--- config.mk ---
export PLATFORM = sky130hd
export DESIGN_NAME = hsl_to_rgb_converter
export DESIGN_NICKNAME = d
export VERILOG_FILES = /design/src/hw/rtl/hsl_pkg.sv /design/src/hw/rtl/hsl_to_rgb_converter.sv
export SDC_FILE = /design/constraint.sdc
export NUM_CORES = 2
export LEC_CHECK = 0
export ABC_CLOCK_PERIOD_IN_PS = 14000
export BUFFER_PORTS_ARGS = -buffer_cell sky130_fd_sc_hd__buf_4
export CAP_MARGIN = 25
export CELL_PAD_IN_SITES_DETAIL_PLACEMENT = 1
export CELL_PAD_IN_SITES_GLOBAL_PLACEMENT = 1
export CORE_UTILIZATION = 28
export CTS_CLUSTER_DIAMETER = 120
export DETAILED_ROUTE_END_ITERATION = 12
export PLACE_DENSITY_LB_ADDON = 0.1
export SLEW_MARGIN = 30
export SYNTH_ARGS = -nofsm -noshare
export SYNTH_HDL_FRONTEND = slang
export SYNTH_SLANG_ARGS = --single-unit
--- constraint.sdc ---
create_clock -name clk_i -period 14 [get_ports clk_i]
set_input_delay 0 -clock clk_i [delete_from_list [all_inputs] [get_ports clk_i]]
set_output_delay 0 -clock clk_i [all_outputs]
set_load 0.1 [all_outputs]
--- src/hw/rtl/hsl_pkg.sv ---
// shared constants for the hsl to rgb converter pipeline
`timescale 1ns / 1ps

package hsl_pkg;

  // stream payload widths
  localparam int InDataW  = 32;
  localparam int OutDataW = 24;
  localparam int HueW     = 9;
  localparam int ByteW    = 8;

  // apb register map
  localparam int ApbAddrW = 3;
  localparam int ApbDataW = 32;
  localparam logic [ByteW-1:0] GrayThresholdRst = 8'd26;

  // pipeline depth, input register to output register
  localparam int NumStages = 5;
  localparam int NumLanes  = 3;

  // arithmetic widths
  localparam int TermW = 16;  // t1, t2 and their difference, units of 1/65025
  localparam int WideW = 18;  // headroom while forming t1 and t2
  localparam int KW    = 6;   // hue weight 0..60
  localparam int NumW  = 22;  // 60*t2 + diff*k, at most 3901500
  localparam int QW    = 9;   // quotient estimate
  localparam int RemW  = 23;

  // hue constants
  localparam logic [HueW:0] HueFull  = 10'd360;
  localparam logic [HueW:0] Hue120   = 10'd120;
  localparam logic [HueW:0] Hue240   = 10'd240;
  localparam logic [HueW-1:0] Hue60  = 9'd60;
  localparam logic [HueW-1:0] Hue180 = 9'd180;
  localparam logic [HueW-1:0] Hue240n = 9'd240;
  localparam logic [KW-1:0] KFlat    = 6'd60;

  // division by 15300 as multiply by floor(2^30 / 15300) plus one correction
  localparam int RecipShift = 30;
  localparam int ProdW      = NumW + 17;
  localparam logic [16:0] Recip   = 17'd70179;
  localparam logic [13:0] Divisor = 14'd15300;
  localparam logic [QW:0] ByteMax = 10'd255;

endpackage

--- src/hw/rtl/hsl_to_rgb_converter.sv ---
// hsl to rgb converter: five stage pipeline with apb threshold register
// an accepted input request passes through stages 1 to 5 in order before m_axis_tvalid goes high
// throughput: one pixel per cycle while m_axis_tready does not stall the output
// each stage holds its request until the next frees, so a stall drops nothing
// reset clears all stage valid bits and loads gray_threshold with 26
`timescale 1ns / 1ps

module hsl_to_rgb_converter (
  input  logic                               clk_i,
  input  logic                               rst_ni,
  // hue_degrees [8:0], saturation [16:9], luminance [24:17], zero pad
  input  logic [hsl_pkg::InDataW-1:0]        s_axis_tdata,
  input  logic                               s_axis_tvalid,
  output logic                               s_axis_tready,
  // red [7:0], green [15:8], blue [23:16]
  output logic [hsl_pkg::OutDataW-1:0]       m_axis_tdata,
  output logic                               m_axis_tvalid,
  input  logic                               m_axis_tready,
  input  logic                               psel,
  input  logic                               penable,
  input  logic                               pwrite,
  input  logic [hsl_pkg::ApbAddrW-1:0]       paddr,
  input  logic [hsl_pkg::ApbDataW-1:0]       pwdata,
  output logic [hsl_pkg::ApbDataW-1:0]       prdata,
  output logic                               pready
);

  localparam int NS = hsl_pkg::NumStages;
  localparam int NL = hsl_pkg::NumLanes;

  // config register
  logic [hsl_pkg::ByteW-1:0] gray_thr_q;
  logic                      cfg_wr;

  assign pready = 1'b1;
  assign cfg_wr = psel & penable & pwrite & ~paddr[2];
  assign prdata = paddr[2] ? '0 : {{(hsl_pkg::ApbDataW-hsl_pkg::ByteW){1'b0}}, gray_thr_q};

  always_ff @(posedge clk_i or negedge rst_ni) begin
    if (!rst_ni) begin
      gray_thr_q <= hsl_pkg::GrayThresholdRst;
    end else if (cfg_wr) begin
      gray_thr_q <= pwdata[hsl_pkg::ByteW-1:0];
    end
  end

  // stage valid bits and backpressure chain
  logic [NS-1:0] vld_q;
  logic [NS-1:0] rdy;

  always_comb begin
    rdy[NS-1] = ~vld_q[NS-1] | m_axis_tready;
    for (int i = NS-2; i >= 0; i--) begin
      rdy[i] = ~vld_q[i] | rdy[i+1];
    end
  end

  assign s_axis_tready = rdy[0];

  always_ff @(posedge clk_i or negedge rst_ni) begin
    if (!rst_ni) begin
      vld_q <= '0;
    end else begin
      if (rdy[0]) begin
        vld_q[0] <= s_axis_tvalid;
      end
      for (int i = 1; i < NS; i++) begin
        if (rdy[i]) begin
          vld_q[i] <= vld_q[i-1];
        end
      end
    end
  end

  // stage 1: hue reduction, channel hue offsets, gray test, l*s
  logic [hsl_pkg::HueW-1:0]  hue_in;
  logic [hsl_pkg::ByteW-1:0] sat_in;
  logic [hsl_pkg::ByteW-1:0] lum_in;
  logic [hsl_pkg::HueW:0]    h_ext, h_mod, h_r, h_b, h_rw, h_bw;

  logic [NL-1:0][hsl_pkg::HueW-1:0] hue1_d, hue1_q;
  logic                             gray1_d, gray1_q;
  logic [hsl_pkg::ByteW-1:0]        lum1_q, sat1_q;
  logic [hsl_pkg::TermW-1:0]        prod1_d, prod1_q;

  assign hue_in = s_axis_tdata[8:0];
  assign sat_in = s_axis_tdata[16:9];
  assign lum_in = s_axis_tdata[24:17];

  always_comb begin
    h_ext     = {1'b0, hue_in};
    h_mod     = (h_ext >= hsl_pkg::HueFull) ? h_ext - hsl_pkg::HueFull : h_ext;
    h_r       = h_mod + hsl_pkg::Hue120;
    h_b       = h_mod + hsl_pkg::Hue240;
    h_rw      = (h_r >= hsl_pkg::HueFull) ? h_r - hsl_pkg::HueFull : h_r;
    h_bw      = (h_b >= hsl_pkg::HueFull) ? h_b - hsl_pkg::HueFull : h_b;
    hue1_d[0] = h_rw[hsl_pkg::HueW-1:0];
    hue1_d[1] = h_mod[hsl_pkg::HueW-1:0];
    hue1_d[2] = h_bw[hsl_pkg::HueW-1:0];
    gray1_d   = sat_in < gray_thr_q;
    prod1_d   = {8'b0, lum_in} * {8'b0, sat_in};
  end

  always_ff @(posedge clk_i) begin
    if (rdy[0]) begin
      hue1_q  <= hue1_d;
      gray1_q <= gray1_d;
      lum1_q  <= lum_in;
      sat1_q  <= sat_in;
      prod1_q <= prod1_d;
    end
  end

  // stage 2: intermediates t1, t2 and per-channel hue weight k
  logic [hsl_pkg::WideW-1:0] l18, s18, p18, lum255, sat255, t1, t2, diff;
  logic [NL-1:0][hsl_pkg::KW-1:0] k2_d, k2_q;
  logic [hsl_pkg::HueW-1:0]       fall [NL];
  logic [hsl_pkg::TermW-1:0]      t2_2_q, diff2_q;
  logic                           gray2_q;
  logic [hsl_pkg::ByteW-1:0]      lum2_q;

  always_comb begin
    l18    = {10'b0, lum1_q};
    s18    = {10'b0, sat1_q};
    p18    = {2'b0, prod1_q};
    lum255 = (l18 << 8) - l18;
    sat255 = (s18 << 8) - s18;
    // upper half of luminance uses l + s - l*s
    t1     = lum1_q[7] ? lum255 + sat255 - p18 : lum255 + p18;
    t2     = (lum255 << 1) - t1;
    diff   = t1 - t2;
    for (int c = 0; c < NL; c++) begin
      fall[c] = hsl_pkg::Hue240n - hue1_q[c];
      if (hue1_q[c] < hsl_pkg::Hue60) begin
        k2_d[c] = hue1_q[c][hsl_pkg::KW-1:0];
      end else if (hue1_q[c] < hsl_pkg::Hue180) begin
        k2_d[c] = hsl_pkg::KFlat;
      end else if (hue1_q[c] < hsl_pkg::Hue240n) begin
        k2_d[c] = fall[c][hsl_pkg::KW-1:0];
      end else begin
        k2_d[c] = '0;
      end
    end
  end

  always_ff @(posedge clk_i) begin
    if (rdy[1]) begin
      t2_2_q  <= t2[hsl_pkg::TermW-1:0];
      diff2_q <= diff[hsl_pkg::TermW-1:0];
      k2_q    <= k2_d;
      gray2_q <= gray1_q;
      lum2_q  <= lum1_q;
    end
  end

  // stage 3: scaled numerator 60*t2 + (t1-t2)*k per lane
  logic [hsl_pkg::NumW-1:0] t2w, base3;
  logic [NL-1:0][hsl_pkg::NumW-1:0] num3_d, num3_q;
  logic                      gray3_q;
  logic [hsl_pkg::ByteW-1:0] lum3_q;

  always_comb begin
    t2w   = {6'b0, t2_2_q};
    base3 = (t2w << 6) - (t2w << 2);
    for (int c = 0; c < NL; c++) begin
      num3_d[c] = base3 + ({6'b0, diff2_q} * {16'b0, k2_q[c]});
    end
  end

  always_ff @(posedge clk_i) begin
    if (rdy[2]) begin
      num3_q  <= num3_d;
      gray3_q <= gray2_q;
      lum3_q  <= lum2_q;
    end
  end

  // stage 4: quotient estimate by reciprocal multiply
  logic [NL-1:0][hsl_pkg::ProdW-1:0] prod4;
  logic [NL-1:0][hsl_pkg::QW-1:0]    qe4_q;
  logic [NL-1:0][hsl_pkg::NumW-1:0]  num4_q;
  logic                              gray4_q;
  logic [hsl_pkg::ByteW-1:0]         lum4_q;

  always_comb begin
    for (int c = 0; c < NL; c++) begin
      prod4[c] = hsl_pkg::ProdW'(num3_q[c]) * hsl_pkg::ProdW'(hsl_pkg::Recip);
    end
  end

  always_ff @(posedge clk_i) begin
    if (rdy[3]) begin
      for (int c = 0; c < NL; c++) begin
        qe4_q[c] <= prod4[c][hsl_pkg::RecipShift +: hsl_pkg::QW];
      end
      num4_q  <= num3_q;
      gray4_q <= gray3_q;
      lum4_q  <= lum3_q;
    end
  end

  // stage 5: remainder correction, clamp, gray select into output register
  logic [NL-1:0][hsl_pkg::RemW-1:0]  back5, rem5;
  logic [NL-1:0][hsl_pkg::QW:0]      q5;
  logic [NL-1:0][hsl_pkg::ByteW-1:0] byte5_d, out_q;

  always_comb begin
    for (int c = 0; c < NL; c++) begin
      back5[c] = hsl_pkg::RemW'(qe4_q[c]) * hsl_pkg::RemW'(hsl_pkg::Divisor);
      rem5[c]  = hsl_pkg::RemW'(num4_q[c]) - back5[c];
      q5[c]    = (rem5[c] >= hsl_pkg::RemW'(hsl_pkg::Divisor))
                 ? {1'b0, qe4_q[c]} + 1'b1 : {1'b0, qe4_q[c]};
      if (gray4_q) begin
        byte5_d[c] = lum4_q;
      end else if (q5[c] > hsl_pkg::ByteMax) begin
        byte5_d[c] = '1;
      end else begin
        byte5_d[c] = q5[c][hsl_pkg::ByteW-1:0];
      end
    end
  end

  always_ff @(posedge clk_i) begin
    if (rdy[4]) begin
      out_q <= byte5_d;
    end
  end

  assign m_axis_tvalid = vld_q[NS-1];
  assign m_axis_tdata  = {out_q[2], out_q[1], out_q[0]};

endmodule

==> flow_summary.toml <==
[worst_setup_path]
cp_slowest_stage_delay_ps = 710
crit_path_top_delay_cell = "fa_1"
worstSetupPathType = "reg -> reg"
cp_common_cell = "a21oi_1"
arrival_ps = 9090
critPathLaunchType = "flip-flop"
required_ps = 14320
path_max_fanout = 10
end_kind = "flip-flop"

[sta]
finalSetupViolations = 0
fmax_mhz = 114
hold_viol = 0
worstMarginPinSlew_ps = 938
slew_violations = 0
fin_crit_sh_pct = 62.6
rsz0062_at_grt = "false"
finClkSkew_ps = 43.2
whs_ps = 72.4
finalSetupTns_ps = 0
max_slew_margin_pct = 36.8
fin_crit_ps = 8770

[route]
drtPass1Iterations = 5
highest_layer = "met4"
wl_per_cell_um = 17.2
routed-wl-met2_mm = 59.3
met1Wirelength_mm = 62.2
drt-vias-per-instance = 4.60
dr_wl_met3_mm = 2.58
wirelength_mm = 127
route.detailed.drc = 0
num_vias = 33800
ant_nets = 0
drtIter0Drc = 1216

[placement]
portBuffers = 74
dp.cells = 7235
dp_hpwl_mm = 105
place_congestion = 0.783

[clocking]
clk_pin_slew_ps = 60
cts.sinks = 317
root_buffer = "clkbuf_16"
cts_tree = "yes"
cts_resized = 0
h-tree-depth = 2
cts_buffer_depth = 3
numCtsBuffers = 47
worstSkewPairLatency_ps = 640
post-cts-setup-buffers = 0

[grt]
antenna_found_initial = 2
grt_pass1_vias = 36700
track_usage_pct = 15.0
grt_max_degree = 74
grt_pass1_wl_mm = 205
overflow = 0

[synthesis]
synth-compound-area-share_pct = 10.2
netlist_instances = 4980
muxShareOfSynthArea_pct = 0.592
synth-edff-count = 304
synth_cell_types = 98
synth.area.top_cells = "ha_1 (23%), fa_1 (22%), edfxtp_1 (19%), inv_1 (8.6%), xnor2_1 (3.1%)"
synth_simple_gate_area_share_pct = 10.8
synth_warnings = 0
synth_top_area_cell = "ha_1"
synth_top_family_by_area = "adder cells"
synth_top_area_share_pct = 22.6
syn_area_um2 = 48000
synthAdderAreaFrac_pct = 45.0
yosysSeqAreaShare_pct = 19.7
async_reset_ff_share_pct = 4.10
ys.flop_type = "edfxtp_1"
ys_ff_latch = 317
synth_xor_area_share_pct = 4.20
avgSynthCellArea_um2 = 9.64

[floorplanning]
core_um2 = 170000
initial_core_util_pct = 28.3
die-area_um2 = 173000
fp.dieW_um = 416
rows = 151
num_io_pins = 133
die_height_um = 416

[layout]
fin_util_pct = 31.2
final_cells = 7359
nNetsFinal = 6583
most-common-layout-cells = "inv_1 (1096), ha_1 (865), fa_1 (539)"
layout-drive-gt1-share_pct = 4.40
final-seq-area_um2 = 9460
area_delta_synth_final_pct = 10.5
multiInputGateArea_um2 = 34100
mostFrequentLayoutCell = "inv_1"
fill_cells = 19500

[run_status]
status = "finished, final reports clean"

[flow_run]
drv_cap = 0

[min_path]
hp-class = "in -> reg"
cell families after synthesis:
kind of cell | after synthesis
AO/OA/AOI/OAI | 750
buffers and inverters | 1187
XOR/XNOR | 230
multiplexers | 25
flip-flops | 317
other | 2
AND/OR/NAND/NOR | 1065
adder cells (fa/ha/maj) | 1404
routing by layer:
layer | global-route usage, % | vias up
met1 | 20.7 | 16900
met4 | 3.16 | 0
met5 | 0 | -
met3 | 1.44 | 85
met2 | 25.2 | 206
li1 | - | 16600
final timing paths:
check	slack (ps)	end	start	cells after the start
hold reg to reg	420	lum3_q[5]	lum2_q[5]	0
hold / removal	70	gray_thr_q[2]	pwrite	3
setup reg to reg	5230	m_axis_tdata[22]	qe4_q[18]	30
max in group asynchronous	13130	vld_q[0]	rst_ni	3
min in group asynchronous	480	vld_q[4]	rst_ni	3
setup / recovery	5230	m_axis_tdata[22]	qe4_q[18]	30
state kept, by name (all words and copies together) (netlist names), 5 cells and up:
| register | flops |
|---|---|
| m_axis_tdata | 24 |
| k2_q | 18 |
| gray_thr_q | 8 |
| lum2_q | 8 |
| vld_q | 5 |
| num4_q | 60 |
| lum1_q | 8 |
| diff2_q | 15 |
| sat1_q | 8 |
| lum3_q | 8 |
| qe4_q | 27 |
| prod1_q | 16 |
| hue1_q | 21 |
| lum4_q | 8 |
| num3_q | 63 |
| t2_2_q | 16 |
cells in the mapped netlist, types with 6 or more instances:
cell and n:
nor4b_1 7, o31ai_1 10, nand4_1 23, o211ai_1 16, a31oi_1 22, a211oi_1 22, nor2b_1 49, o21a_1 40
mux2i_1 10, edfxtp_1 304, o2111ai_1 7, clkbuf_1 60, o41ai_1 8, ha_1 865, o21ai_1 26, or4_1 6
a21boi_0 18, xnor2_1 168, a41oi_1 12, mux2_2 13, and3_1 20, nor3_1 78, nand3_1 67, nor4_1 10
nor2_1 188, o21ai_0 147, inv_1 1096, a31o_2 6, dfrtp_1 10, nor3b_1 12, buf_4 25, fa_1 539
or2_2 13, xor2_1 62, nand2_1 386, a21o_1 89, or3_1 31, a21oi_2 9, a21oi_1 198, a211o_1 13
and2_1 110, a2111oi_0 11, o21bai_1 28, nand2b_1 42
cell type report:
class                   count  area share [%]
multi-input cells        3510            64.4
clock buffers              57            2.33
flip-flops and latches    317            17.8
clock inverters            27           0.371
well taps                2218            5.23
inverters                1096            7.76
repair buffers            133            2.07
diodes                      1         0.00472
critical path: cells and delay by family, from the launching register on:
family | cells | cell delay, ps
xor+xnor | 1 | 190
simple gates | 4 | 1380
compound gates | 16 | 3390
flops | 1 | 640
buf+inv | 2 | 120
mux | 1 | 370
fa+ha+maj | 6 | 2390
through the flow:
step,area [µm²],worst slack [ps]
3_5_place_dp,51200,5260
2_1_floorplan,48100,6660
4_1_cts,53000,5190
5_1_grt,53000,4650
3_3_place_gp,51200,5280
6_report,53000,5230
timing repair:
| action | 4_1_cts | 5_1_grt |
|---|---|---|
| endpoints found under the setup margin | 0 | 0 |
| hold endpoints to repair | 53 | 0 |
| hold buffers | 39 | 0 |
Power is not shown: default switching activity piles up to over one toggle a cycle in this logic, so the estimate is an artifact.
